**src/rtl/decimal_text_to_fixed_point_macros.svh**
```systemverilog
// ---------------------------------------------------------------------------
// decimal_text_to_fixed_point_macros.svh
// Assertion helpers for the decimal text parser, clocked on clk_i and
// disabled while rst_ni is low.
// ---------------------------------------------------------------------------
`ifndef DECIMAL_TEXT_TO_FIXED_POINT_MACROS_SVH
`define DECIMAL_TEXT_TO_FIXED_POINT_MACROS_SVH

// Same-cycle implication.
`define DTF_ASSERT_NOW(lbl, ante, cons, msg) \
  lbl: assert property (@(posedge clk_i) disable iff (!rst_ni) (ante) |-> (cons)) \
    else $error(msg);

// Next-cycle implication.
`define DTF_ASSERT_NEXT(lbl, ante, cons, msg) \
  lbl: assert property (@(posedge clk_i) disable iff (!rst_ni) (ante) |=> (cons)) \
    else $error(msg);

`endif

```
**src/rtl/dtf_pkg.sv**
```systemverilog
// ---------------------------------------------------------------------------
// dtf_pkg
// Shared types, constants and the fraction weight table of the parser.
// ---------------------------------------------------------------------------
`default_nettype none

package dtf_pkg;

  localparam int unsigned FRAC_BITS       = 32;
  localparam int unsigned MAX_FRAC_DIGITS = 9;

  localparam int unsigned CHAR_W     = 8;
  localparam int unsigned DIGIT_W    = 4;
  localparam int unsigned INT_W      = 31;
  localparam int unsigned INT_EXT_W  = INT_W + 4;
  localparam int unsigned FRAC_W     = 32;
  localparam int unsigned CNT_W      = 4;
  localparam int unsigned WEIGHT_W   = 29;
  localparam int unsigned PROD_W     = WEIGHT_W + DIGIT_W;
  localparam int unsigned VALUE_W    = 64;
  localparam int unsigned OUT_DATA_W = 72;
  localparam int unsigned IN_DATA_W  = 8;

  localparam int unsigned QUEUE_DEPTH = 4;
  localparam int unsigned QPTR_W      = $clog2(QUEUE_DEPTH);
  localparam int unsigned QCNT_W      = $clog2(QUEUE_DEPTH + 1);

  localparam logic [CHAR_W-1:0] CH_MINUS = 8'h2D;
  localparam logic [CHAR_W-1:0] CH_POINT = 8'h2E;
  localparam logic [CHAR_W-1:0] CH_ZERO  = 8'h30;
  localparam logic [CHAR_W-1:0] CH_NINE  = 8'h39;

  localparam logic [INT_W-1:0] INT_SAT = {INT_W{1'b1}};

  typedef enum logic [1:0] {
    KIND_DIGIT,
    KIND_MINUS,
    KIND_POINT,
    KIND_OTHER
  } char_kind_e;

  typedef struct packed {
    char_kind_e         kind;
    logic [DIGIT_W-1:0] digit;
    logic               last;
  } item_t;

  typedef struct packed {
    logic full;
    logic empty;
  } queue_stat_t;

  // floor(2^32 / 10^(idx+1))
  function automatic logic [WEIGHT_W-1:0] frac_weight(input logic [CNT_W-1:0] idx);
    logic [WEIGHT_W-1:0] w;
    unique case (idx)
      4'd0:    w = 29'd429496729;
      4'd1:    w = 29'd42949672;
      4'd2:    w = 29'd4294967;
      4'd3:    w = 29'd429496;
      4'd4:    w = 29'd42949;
      4'd5:    w = 29'd4294;
      4'd6:    w = 29'd429;
      4'd7:    w = 29'd42;
      4'd8:    w = 29'd4;
      default: w = '0;
    endcase
    return w;
  endfunction

endpackage

`default_nettype wire

```
**src/rtl/dtf_front.sv**
```systemverilog
// ---------------------------------------------------------------------------
// dtf_front
// Input side: takes text bytes and sorts each into digit, minus, point or
// other before it enters the queue.
// ---------------------------------------------------------------------------
`default_nettype none

module dtf_front (
  input  wire logic [dtf_pkg::IN_DATA_W-1:0] s_tdata_i,  // [7:0] char_byte
  input  wire logic                          s_tlast_i,  // is_last
  input  wire logic                          s_tvalid_i,
  output logic                               s_tready_o,
  input  wire dtf_pkg::queue_stat_t          q_stat_i,
  output logic                               push_o,
  output dtf_pkg::item_t                     item_o
);

  logic [dtf_pkg::CHAR_W-1:0] ch;
  logic [dtf_pkg::CHAR_W-1:0] ch_off;

  assign ch     = s_tdata_i[dtf_pkg::CHAR_W-1:0];
  assign ch_off = ch - dtf_pkg::CH_ZERO;

  always_comb begin
    item_o.last  = s_tlast_i;
    item_o.digit = ch_off[dtf_pkg::DIGIT_W-1:0];
    priority if (ch >= dtf_pkg::CH_ZERO && ch <= dtf_pkg::CH_NINE) begin
      item_o.kind = dtf_pkg::KIND_DIGIT;
    end else if (ch == dtf_pkg::CH_MINUS) begin
      item_o.kind = dtf_pkg::KIND_MINUS;
    end else if (ch == dtf_pkg::CH_POINT) begin
      item_o.kind = dtf_pkg::KIND_POINT;
    end else begin
      item_o.kind = dtf_pkg::KIND_OTHER;
    end
  end

  assign s_tready_o = !q_stat_i.full;
  assign push_o     = s_tvalid_i && !q_stat_i.full;

endmodule

`default_nettype wire

```
**src/rtl/dtf_queue.sv**
```systemverilog
// ---------------------------------------------------------------------------
// dtf_queue
// Short FIFO of classified bytes between the front and the parser.
// ---------------------------------------------------------------------------
`default_nettype none

module dtf_queue (
  input  wire logic           clk_i,
  input  wire logic           rst_ni,
  input  wire logic           push_i,
  input  wire dtf_pkg::item_t item_i,
  input  wire logic           pop_i,
  output dtf_pkg::item_t      item_o,
  output dtf_pkg::queue_stat_t stat_o
);

  dtf_pkg::item_t              mem_q [dtf_pkg::QUEUE_DEPTH];
  logic [dtf_pkg::QPTR_W-1:0]  wr_ptr_q, wr_ptr_d;
  logic [dtf_pkg::QPTR_W-1:0]  rd_ptr_q, rd_ptr_d;
  logic [dtf_pkg::QCNT_W-1:0]  count_q, count_d;

  always_ff @(posedge clk_i) begin
    if (push_i) begin
      mem_q[wr_ptr_q] <= item_i;
    end
  end

  assign item_o       = mem_q[rd_ptr_q];
  assign stat_o.full  = (count_q == dtf_pkg::QCNT_W'(dtf_pkg::QUEUE_DEPTH));
  assign stat_o.empty = (count_q == '0);

  always_comb begin
    wr_ptr_d = push_i ? wr_ptr_q + 1'b1 : wr_ptr_q;
    rd_ptr_d = pop_i  ? rd_ptr_q + 1'b1 : rd_ptr_q;
    count_d  = count_q;
    if (push_i && !pop_i) begin
      count_d = count_q + 1'b1;
    end else if (pop_i && !push_i) begin
      count_d = count_q - 1'b1;
    end
  end

  always_ff @(posedge clk_i or negedge rst_ni) begin
    if (!rst_ni) begin
      wr_ptr_q <= '0;
      rd_ptr_q <= '0;
      count_q  <= '0;
    end else begin
      wr_ptr_q <= wr_ptr_d;
      rd_ptr_q <= rd_ptr_d;
      count_q  <= count_d;
    end
  end

endmodule

`default_nettype wire

```
**src/rtl/dtf_back.sv**
```systemverilog
// ---------------------------------------------------------------------------
// dtf_back
// Parser: walks sign / integer / fraction one byte per cycle (a final byte
// waits for capture), captures the string and forms the signed Q31.32 result.
// ---------------------------------------------------------------------------
`default_nettype none

module dtf_back (
  input  wire logic                           clk_i,
  input  wire logic                           rst_ni,
  input  wire dtf_pkg::item_t                 item_i,
  input  wire logic                           item_valid_i,
  output logic                                pop_o,
  output logic                                m_tvalid_o,
  input  wire logic                           m_tready_i,
  // [0] parse_ok, [1] int_overflow, [65:2] fixed_value, [71:66] zero
  output logic [dtf_pkg::OUT_DATA_W-1:0]      m_tdata_o
);

  localparam logic [1:0] PH_START = 2'd0;
  localparam logic [1:0] PH_INT   = 2'd1;
  localparam logic [1:0] PH_FRAC  = 2'd2;
  localparam logic [1:0] PH_DONE  = 2'd3;

  // parser state
  logic [1:0]                  phase_q, phase_d;
  logic                        neg_q, neg_d;
  logic                        seen_q, seen_d;
  logic                        ovf_q, ovf_d;
  logic [dtf_pkg::INT_W-1:0]   int_q, int_d;
  logic [dtf_pkg::FRAC_W-1:0]  frac_q, frac_d;
  logic [dtf_pkg::CNT_W-1:0]   cnt_q, cnt_d;

  // capture stage
  logic                        cap_valid_q;
  logic                        cap_ok_q, cap_ovf_q, cap_neg_q;
  logic [dtf_pkg::INT_W-1:0]   cap_int_q;
  logic [dtf_pkg::FRAC_W-1:0]  cap_frac_q;

  // output register
  logic                        out_valid_q;
  logic [dtf_pkg::OUT_DATA_W-1:0] out_data_q;

  logic                        out_free, cap_free, cap_move, cap_load;
  logic                        int_step;
  logic [dtf_pkg::INT_EXT_W-1:0] int_ext, int_next;
  logic [dtf_pkg::WEIGHT_W-1:0]  weight;
  logic [dtf_pkg::PROD_W-1:0]    frac_prod;
  logic [dtf_pkg::VALUE_W-1:0]   mag, fixed;

  assign out_free = !out_valid_q || m_tready_i;
  assign cap_move = cap_valid_q && out_free;
  assign cap_free = !cap_valid_q || out_free;
  // a non-final byte never needs the capture slot
  assign pop_o    = item_valid_i && (!item_i.last || cap_free);
  assign cap_load = pop_o && item_i.last;

  assign int_ext   = {4'b0, int_q};
  assign int_next  = (int_ext << 3) + (int_ext << 1) + dtf_pkg::INT_EXT_W'(item_i.digit);
  assign weight    = dtf_pkg::frac_weight(cnt_q);
  assign frac_prod = dtf_pkg::PROD_W'(item_i.digit) * dtf_pkg::PROD_W'(weight);

  always_comb begin
    phase_d  = phase_q;
    neg_d    = neg_q;
    seen_d   = seen_q;
    ovf_d    = ovf_q;
    int_d    = int_q;
    frac_d   = frac_q;
    cnt_d    = cnt_q;
    int_step = 1'b0;

    unique case (phase_q)
      PH_START: begin
        if (item_i.kind == dtf_pkg::KIND_MINUS) begin
          neg_d   = 1'b1;
          phase_d = PH_INT;
        end else begin
          int_step = 1'b1;
        end
      end
      PH_INT: begin
        int_step = 1'b1;
      end
      PH_FRAC: begin
        if (item_i.kind == dtf_pkg::KIND_DIGIT) begin
          if (cnt_q < dtf_pkg::CNT_W'(dtf_pkg::MAX_FRAC_DIGITS)) begin
            frac_d = frac_q + frac_prod[dtf_pkg::FRAC_W-1:0];
            cnt_d  = cnt_q + 1'b1;
          end
        end else begin
          phase_d = PH_DONE;
        end
      end
      PH_DONE: begin
      end
    endcase

    if (int_step) begin
      priority if (item_i.kind == dtf_pkg::KIND_DIGIT) begin
        seen_d  = 1'b1;
        phase_d = PH_INT;
        if (int_next[dtf_pkg::INT_EXT_W-1:dtf_pkg::INT_W] != '0) begin
          int_d = dtf_pkg::INT_SAT;
          ovf_d = 1'b1;
        end else begin
          int_d = int_next[dtf_pkg::INT_W-1:0];
        end
      end else if (item_i.kind == dtf_pkg::KIND_POINT) begin
        phase_d = PH_FRAC;
      end else begin
        phase_d = PH_DONE;
      end
    end
  end

  always_ff @(posedge clk_i or negedge rst_ni) begin
    if (!rst_ni) begin
      phase_q <= PH_START;
      neg_q   <= 1'b0;
      seen_q  <= 1'b0;
      ovf_q   <= 1'b0;
      int_q   <= '0;
      frac_q  <= '0;
      cnt_q   <= '0;
    end else if (pop_o) begin
      if (item_i.last) begin
        phase_q <= PH_START;
        neg_q   <= 1'b0;
        seen_q  <= 1'b0;
        ovf_q   <= 1'b0;
        int_q   <= '0;
        frac_q  <= '0;
        cnt_q   <= '0;
      end else begin
        phase_q <= phase_d;
        neg_q   <= neg_d;
        seen_q  <= seen_d;
        ovf_q   <= ovf_d;
        int_q   <= int_d;
        frac_q  <= frac_d;
        cnt_q   <= cnt_d;
      end
    end
  end

  always_ff @(posedge clk_i or negedge rst_ni) begin
    if (!rst_ni) begin
      cap_valid_q <= 1'b0;
      out_valid_q <= 1'b0;
    end else begin
      if (cap_load) begin
        cap_valid_q <= 1'b1;
      end else if (cap_move) begin
        cap_valid_q <= 1'b0;
      end
      if (cap_move) begin
        out_valid_q <= 1'b1;
      end else if (m_tready_i) begin
        out_valid_q <= 1'b0;
      end
    end
  end

  always_ff @(posedge clk_i) begin
    if (cap_load) begin
      cap_ok_q   <= seen_d;
      cap_ovf_q  <= ovf_d;
      cap_neg_q  <= neg_d;
      cap_int_q  <= int_d;
      cap_frac_q <= frac_d;
    end
  end

  assign mag = ({{(dtf_pkg::VALUE_W - dtf_pkg::INT_W){1'b0}}, cap_int_q} << dtf_pkg::FRAC_BITS)
             + dtf_pkg::VALUE_W'(cap_frac_q >> (dtf_pkg::FRAC_W - dtf_pkg::FRAC_BITS));

  always_comb begin
    if (!cap_ok_q) begin
      fixed = '0;
    end else if (cap_neg_q) begin
      fixed = '0 - mag;
    end else begin
      fixed = mag;
    end
  end

  always_ff @(posedge clk_i) begin
    if (cap_move) begin
      out_data_q <= {{(dtf_pkg::OUT_DATA_W - dtf_pkg::VALUE_W - 2){1'b0}},
                     fixed, cap_ovf_q, cap_ok_q};
    end
  end

  assign m_tvalid_o = out_valid_q;
  assign m_tdata_o  = out_data_q;

endmodule

`default_nettype wire

```
**src/rtl/decimal_text_to_fixed_point.sv**
```systemverilog
// ---------------------------------------------------------------------------
// decimal_text_to_fixed_point
// Parses ASCII decimal text ([-]ddd[.ddd]) into a signed Q31.32 value.
//
//   channel  direction  payload (low bit first)
//   s_axis   in         tdata: char_byte[7:0]; tlast: is_last
//   m_axis   out        tdata: parse_ok, int_overflow, fixed_value[63:0]
//
// One byte per cycle sustained while the queue has room; the parser
// updates its state once per byte (shift-add times ten, one 4x29 table
// multiply). A final byte travels through the queue, the capture register
// and then the output register with the 64-bit negate.
// Reset clears queue, parser and both result stages; no clearing pass.
// Input stalls only when the 4-entry queue is full; a final byte waits in
// the queue while both result stages are occupied and m_axis_tready is low.
// ---------------------------------------------------------------------------
`default_nettype none

`include "decimal_text_to_fixed_point_macros.svh"

module decimal_text_to_fixed_point (
  input  wire logic                          clk_i,
  input  wire logic                          rst_ni,
  input  wire logic [dtf_pkg::IN_DATA_W-1:0] s_axis_tdata,   // [7:0] char_byte
  input  wire logic                          s_axis_tlast,   // is_last
  input  wire logic                          s_axis_tvalid,
  output logic                               s_axis_tready,
  // [0] parse_ok, [1] int_overflow, [65:2] fixed_value, [71:66] zero
  output logic [dtf_pkg::OUT_DATA_W-1:0]     m_axis_tdata,
  output logic                               m_axis_tvalid,
  input  wire logic                          m_axis_tready
);

  dtf_pkg::item_t       push_item;
  dtf_pkg::item_t       q_item;
  dtf_pkg::queue_stat_t q_stat;
  logic                 q_push;
  logic                 q_pop;

  // result fields, for the checks below
  logic                      res_ok;
  logic                      res_ovf;
  logic [dtf_pkg::VALUE_W:0] res_tail;

  dtf_front u_front (
    .s_tdata_i  (s_axis_tdata),
    .s_tlast_i  (s_axis_tlast),
    .s_tvalid_i (s_axis_tvalid),
    .s_tready_o (s_axis_tready),
    .q_stat_i   (q_stat),
    .push_o     (q_push),
    .item_o     (push_item)
  );

  dtf_queue u_queue (
    .clk_i  (clk_i),
    .rst_ni (rst_ni),
    .push_i (q_push),
    .item_i (push_item),
    .pop_i  (q_pop),
    .item_o (q_item),
    .stat_o (q_stat)
  );

  dtf_back u_back (
    .clk_i        (clk_i),
    .rst_ni       (rst_ni),
    .item_i       (q_item),
    .item_valid_i (!q_stat.empty),
    .pop_o        (q_pop),
    .m_tvalid_o   (m_axis_tvalid),
    .m_tready_i   (m_axis_tready),
    .m_tdata_o    (m_axis_tdata)
  );

  assign res_ok   = m_axis_tdata[0];
  assign res_ovf  = m_axis_tdata[1];
  assign res_tail = m_axis_tdata[dtf_pkg::VALUE_W+1:1];

  `DTF_ASSERT_NOW(a_pop_not_empty, q_pop, !q_stat.empty, "pop from empty queue")
  `DTF_ASSERT_NOW(a_fail_is_zero, m_axis_tvalid && !res_ok, res_tail == '0, "bad failed parse")
  `DTF_ASSERT_NOW(a_ovf_needs_ok, m_axis_tvalid && res_ovf, res_ok, "overflow without digits")
  `DTF_ASSERT_NEXT(a_full_blocks, q_stat.full && !q_pop, q_stat.full, "queue lost an entry")

endmodule

`default_nettype wire

```
**config.mk**
```make
export PLATFORM = sky130hd
export DESIGN_NAME = decimal_text_to_fixed_point
export DESIGN_NICKNAME = d
export VERILOG_FILES = /design/src/rtl/dtf_pkg.sv /design/src/rtl/dtf_front.sv /design/src/rtl/dtf_queue.sv /design/src/rtl/dtf_back.sv /design/src/rtl/decimal_text_to_fixed_point.sv
export VERILOG_INCLUDE_DIRS = /design/src /design/src/rtl
export SDC_FILE = /design/constraint.sdc
export NUM_CORES = 1
export LEC_CHECK = 0
export BUFFER_PORTS_ARGS = -buffer_cell sky130_fd_sc_hd__buf_2
export CORE_MARGIN = 2
export CORE_UTILIZATION = 55
export DETAILED_ROUTE_END_ITERATION = 12
export PLACE_DENSITY = 0.77
export REMOVE_ABC_BUFFERS = 1
export SYNTH_ARGS = -nofsm -noshare
export SYNTH_HDL_FRONTEND = slang
export SYNTH_SLANG_ARGS = --single-unit
export TNS_END_PERCENT = 100
```
**constraint.sdc**
```tcl
create_clock -name clk_i -period 8.7 [get_ports clk_i]
set_input_delay 0.87 -clock clk_i [delete_from_list [all_inputs] [get_ports clk_i]]
set_output_delay 0.87 -clock clk_i [all_outputs]
set_load 0.01 [all_outputs]
```
Yosys cells after proc, flatten, opt, wreduce, memory -nomap -nowiden
Memory sizes are Yosys's and may differ from the RTL's.
Index checks and enable logic that the tools add are counted.
- shift operators: 0
- $add $sub $neg: 11
- divide/modulo/power cells: 0
- reduce and logical (&&, ||, !) cells: 30
- multiplexer cells: 43
- order comparisons: 3
- bitwise logic cells: 0
- multiply operators: 1
- equal/unequal tests: 9
- operators with widths (kind ; count):
    $mux 32 ; 4
    $mux 31 ; 4
    $add 63x32->64 ; 1
    $mux 64 ; 1
    $sub 1x64->64 const A ; 1
    $add 34x32->35 ; 1
    $add 35x4->35 ; 1
    $add 32x32->32 ; 1
    $mul 4x29->32 ; 1
    $mux 1 ; 19
    $eq 8x6->1 const B ; 2
    $mux 4 ; 4
    $mux 2 ; 7
    $reduce_bool 2->1 ; 6
    $ge 8x6->1 const B ; 1
    $le 8x6->1 const B ; 1
    $reduce_and 4->1 ; 2
    $reduce_bool 4->1 ; 2
    $logic_and 1x1->1 ; 7
    $logic_not 1->1 ; 7
    $mux 3 ; 2
    $add 2x1->2 const B ; 2
    $add 4x1->4 const B ; 1
    $eq 2x1->1 const B ; 2
    13 further kinds ; 17
- memory bits (read-only): 432
- input port bits: 13
- output and inout port bits: 74
- register bits after elaboration: 213
- memories kept: 2
- latch bits: 0
- RAM bits: 28
- word-level logic and storage cells: 118
- memories (memory ; words ; width ; read ports ; clocked after memory_dff ; wr ports ; RTL line ; source):
    (no name shown) ; 16 ; 27 ; 1 ; 0 ; 0 ; dtf_pkg.sv:56 ; unique case (idx)
    u_queue.mem_q ; 4 ; 7 ; 1 ; 0 ; 1 ; dtf_queue.sv:17 ; dtf_pkg::item_t mem_q [dtf_pkg::QUEUE_DEPTH];

Logic depth before layout (Yosys ltp)
- word-level depth: 8
- gate-level depth with buffers: 23
- mapped depth without buffers: 21

Modules after synthesis
From an unflattened synthesis, not the netlist that was laid out.
- cell total of the unflattened synthesis: 1729
- area total of the unflattened synthesis: 17265.3 µm²
- by module, submodules not included (module ; cells each ; area each (µm²) ; sequential area each (µm²) ; instances):
    dtf_back ; 1642 ; 15757.6 ; 5815.6 ; 1
    dtf_queue ; 71 ; 1405.1 ; 1016.0 ; 1
    dtf_front ; 15 ; 98.8 ; 0.0 ; 1
    decimal_text_to_fixed_point ; 1 ; 3.8 ; 0.0 ; 1

Least setup slack after synthesis
Ideal clock, no wire load.
- path kind: register to register
- from: register u_queue.rd_ptr_q[0] (netlist bit)
- to: register u_back.cap_frac_q[23] (netlist bit), data pin
- arrival: 5528 ps
- library setup time: 260 ps
- slack: 2912 ps
- cell stages (with the launch flop): 19
- data required time: 8440 ps
- buffers on the path: 1
- clock period less this slack: 5788 ps
- cell sequence: dfrtp_1 clkbuf_1 mux2_2 o21ai_1 nor2_1 or2_2 fa_1 fa_1 inv_1 fa_1 inv_1 ha_1 a2111oi_0 and4_1 nor3_1 a211oi_1 a311oi_1 xor2_1 mux2_2
- cells in the longest elaborated chain, start to end: 6
- elaborated cells between the ends (all ways): 7
- classes of those cells: 1 x add/sub; 1 x mul; 3 x mux; 1 x reduce/logical; 1 x memory
- RTL lines (item ; RTL line ; source):
    from (decl) ; dtf_queue.sv:19 ; logic [dtf_pkg::QPTR_W-1:0] rd_ptr_q, rd_ptr_d;
    from (signal assigned) ; dtf_queue.sv:50 ; rd_ptr_q <= rd_ptr_d;
    $mem_v2 4x7 (*) ; n/a ;
    $mul 4x29->32 ; dtf_back.sv:61 ; assign frac_prod = dtf_pkg::PROD_W'(item_i.digit) * dtf_pkg::PROD_W'(weight);
    $add 32x32->32 ; dtf_back.sv:88 ; frac_d = frac_q + frac_prod[dtf_pkg::FRAC_W-1:0];
    $mux 32 ; dtf_back.sv:87 ; if (cnt_q < dtf_pkg::CNT_W'(dtf_pkg::MAX_FRAC_DIGITS)) begin
    $mux 32 (*) ; dtf_back.sv:86 ; if (item_i.kind == dtf_pkg::KIND_DIGIT) begin
    $mux 32 (*) ; dtf_back.sv:73 ; unique case (phase_q)
    via u_back.frac_d (one bit) ; dtf_back.sv:31 ; logic [dtf_pkg::FRAC_W-1:0] frac_q, frac_d;
    to (signal assigned) ; dtf_back.sv:171 ; cap_frac_q <= frac_d;
    to (decl) ; dtf_back.sv:38 ; logic [dtf_pkg::FRAC_W-1:0] cap_frac_q;
Mark *: on every way through the listed nets, which the timed path passes. The rest lies on a longest branch.
A chain may end at the register's enable or synchronous reset.

Final worst setup path
- from: register u_back.cnt_q[2] (netlist bit)
- to: register u_back.cap_frac_q[29] (netlist bit), data pin
- cells in the longest elaborated chain, start to end: 6
- elaborated cells between the ends (all ways): 7
- classes of those cells: 1 x add/sub; 1 x mul; 1 x order compare; 3 x mux; 1 x memory
- RTL lines (item ; RTL line ; source):
    from (decl) ; dtf_back.sv:32 ; logic [dtf_pkg::CNT_W-1:0] cnt_q, cnt_d;
    from (signal assigned) ; dtf_back.sv:142 ; cnt_q <= cnt_d;
    $mem_v2 16x27 ; n/a ;
    $mul 4x29->32 ; dtf_back.sv:61 ;
    $add 32x32->32 ; dtf_back.sv:88 ;
    $mux 32 (*) ; dtf_back.sv:87 ;
    $mux 32 (*) ; dtf_back.sv:86 ;
    $mux 32 (*) ; dtf_back.sv:73 ;
    via u_back.frac_d (one bit) ; dtf_back.sv:31 ;
Marked as above.

==> impl_metrics.csv <==
group,metric,value,unit
logic_synthesis,synth_cell_types,76,
cells_and_area,drive_gt1_frac,0.103,
drt,wl_per_cell,18.4,µm
global_route,grt_pass1_vias,13404,
drt,firstDrtPassIters,7,
setup_path,critPathArrivalTime,6.61,ns
drt,vias,13617,
clock_network,cts.sinks,241,
placed_design,gp_congestion,0.936,
floorplanning,fp.dieH,183,µm
cells_and_area,diodes,0,
floorplanning,io_pins,87,
cells_and_area,ff_latch_area,6830,µm²
placed_design,hpwlAfterDp,31.1,mm
clock_network,hold_buffers,0,
floorplanning,core_area,31600,µm²
cells_and_area,area_delta_synth_final,9.22,%
logic_synthesis,yosysSeqAreaShare,0.387,
logic_synthesis,synth.avg_cell_area,9.82,µm²
timing,max-slew-margin-rel,0.115,
clock_network,clk_path_buf_depth,3,
placed_design,dp.cells,2221,
drt,routed_wl,41.9,mm
timing,finalSetupViolCount,0,
status,status,"finished clean",
clock_network,clkSlewWorstSetupHoldPaths,0.06,ns
cells_and_area,fin_cells,2270,
timing,finalHoldViolCount,0,
logic_synthesis,ys_ff_latch,241,
logic_synthesis,ys_async_sr_fraction,0.336,
setup_path,cp-end-kind,"register",
timing,skew,0.0205,ns
timing,worst_pin_slew,1.33,ns
clock_network,cts_tree,"yes",
global_route,grt_pass1_wl,69.2,mm
setup_path,crit_path_start_kind,"register",
global_route,grt_start_max_net_pins,70,
floorplanning,die_area,33600,µm²
placed_design,io_buffer_count,80,
logic_synthesis,synthTopCellsByArea,"edfxtp_1, dfrtp_1, fa_1",
global_route,gr-total-overflow,0,
cells_and_area,multi_input_area,9880,µm²
setup_path,critPathMaxFanout,25,
drt,vias_per_cell,6.00,
run,max-cap-violations,0,
clock_network,cts_made_buffers,27,
logic_synthesis,synth_area_leader_cell,"edfxtp_1",
logic_synthesis,ys.flop_type,"edfxtp_1",
cells_and_area,final_core_util,0.610,
timing,rsz0062_at_grt,"no",
global_route,antenna_found_initial,1,
drt,initialDrtViolationCount,1131,
timing,period_minus_slack,6.33,ns
worst_hold_path,hp-class,"input port to asynchronous set/reset pin",
setup_path,ff2ff_path_depth,19,
setup_path,required,8.99,ns
setup_path,worstSetupPathType,"register to register",
cells_and_area,nets,2060,
drt,detail-route-antenna-nets,0,
cells_and_area,n_fill_cell,2576,
logic_synthesis,synth-warning-count,0,
global_route,grt_use_total,0.255,
clock_network,cts_setup_buffers,0,
clock_network,htreeDepth,1,
clock_network,cts_resized,0,
logic_synthesis,syn_inst,1799,
floorplanning,start_util,0.559,
clock_network,insertion_delay,0.54,ns
timing,fin_crit_sh,0.727,
logic_synthesis,yosysTopAreaCellShare,0.272,
timing,slew_violations,0,
floorplanning,die_x,183,µm
clock_network,clockRootBuffer,"clkbuf_16",
timing,max_clock_freq,158,MHz
drt,drc,0,
floorplanning,std_cell_rows,65,
timing,tns,0,ns
logic_synthesis,synth_area,17700,µm²
logic_synthesis,synth_edf_count,160,
==> per-layer routing <==
| metal | global-route usage | vias to the layer above | part of all wire |
|---|---|---|---|
| met1 | 0.359 | 6583 | 0.44 |
| met5 | 0 | - | 0.00031 |
| met2 | 0.414 | 506 | 0.46 |
| li1 | - | 6448 | - |
| met4 | 0.0733 | 2 | 0.027 |
| met3 | 0.0361 | 78 | 0.068 |
==> registers in the layout, summed over array words and instances, names as in the netlist, 3 cells and up <==
register,flops
u_back.cap_frac_q,32
u_back.m_tdata_o,66
u_back.cap_int_q,31
u_queue.mem_q,28
u_queue.count_q,3
u_back.cnt_q,4
u_back.frac_q,32
u_back.int_q,31
==> cell families after synthesis <==
family,synth area share
other cells,0.000212
xor+xnor,0.0614
simple gates,0.140
fa+ha+maj,0.174
compound gates,0.162
buf+inv,0.0576
mux,0.0179
flops,0.387
==> critical path: stages (launching register included) <==
cell       delay [ns]
dfrtp_1          0.79
inv_1            0.25
nor2_1           0.22
a21oi_1          0.06
nor2_1           0.11
a31oi_1          0.11
or2_2            0.38
fa_1             0.48
fa_1             0.51
fa_1             0.52
inv_1            0.04
ha_1             0.32
nor2b_1          0.17
o2111ai_1        0.22
and4_1           0.30
nor3_1           0.57
a211oi_1         0.22
o41ai_1          0.35
xor2_1           0.15
mux2_2           0.29
==> placed cells by master (no fill, tap or decap), types with 13 or more instances in the layout <==
master and n:
o21ai_0 88, and2_1 68, a21oi_1 102, a22o_1 23
buf_4 21, nand3_1 15, dfrtp_1 81, edfxtp_1 160
xnor2_1 90, buf_2 79, a31oi_1 47, or2_2 13
nor2_1 129, nand2_1 157, nor2b_1 14, nor4_1 17
a41oi_1 27, nor3_1 25, clkbuf_16 27, xor2_1 33
a211oi_1 14, ha_1 121, o21a_1 13, a21o_1 25
o31ai_1 23, fa_1 78, inv_1 177, mux2_2 15
==> per-stage QoR <==
stage,worst slack (ns),hold WS (ns),area [µm²]
floorplan,1.28,0.400,17300
global placement,2.57,0.469,18400
detailed placement,2.49,0.476,18400
CTS,2.44,0.277,19300
global route,1.86,0.306,19300
finish,2.37,0.282,19300
==> cells in the mapped netlist, drive strengths merged (7+ instances only) <==
cell type / instances
inv: 178
a211oi: 15
dfrtp: 81
o211ai: 8
and2: 69
nand4: 11
o31ai: 23
a41oi: 27
or2: 15
clkbuf: 73
and3: 10
fa: 78
nor2b: 15
xnor2: 90
mux2i: 8
nor3: 26
a21o: 25
xor2: 34
mux2: 15
a22o: 23
nand2: 157
buf: 12
nor2: 130
a21oi: 102
nor4: 18
o41ai: 12
nand2b: 7
a31oi: 47
or3: 11
o21a: 13
nand3: 15
ha: 121
edfxtp: 160
a21boi: 7
o21ai: 95
or4: 9
==> final timing paths <==
kind / start / slack (ns) / end
min reg2reg: u_back.seen_q / 0.49 / u_back.seen_q
max reg2reg: u_back.cnt_q[2] / 2.37 / u_back.cap_frac_q[29]
max: u_back.cnt_q[2] / 2.37 / u_back.cap_frac_q[29]
min: rst_ni / 0.28 / u_queue.wr_ptr_q[1]
max in group asynchronous: rst_ni / 7.32 / u_back.frac_q[31]
min in group clk_i: u_back.seen_q / 0.49 / u_back.seen_q
==> area by class of cell <==
type | count | area share
Clock inverter | 13 | 0.00674
Timing Repair Buffer | 100 | 0.0286
Sequential cell | 241 | 0.354
Tap cell | 402 | 0.0261
Multi-Input combinational cell | 1299 | 0.512
Inverter | 179 | 0.0348
Clock buffer | 36 | 0.0378
Power is not shown: default switching activity piles up to over one toggle a cycle in this logic, so the estimate is an artifact.
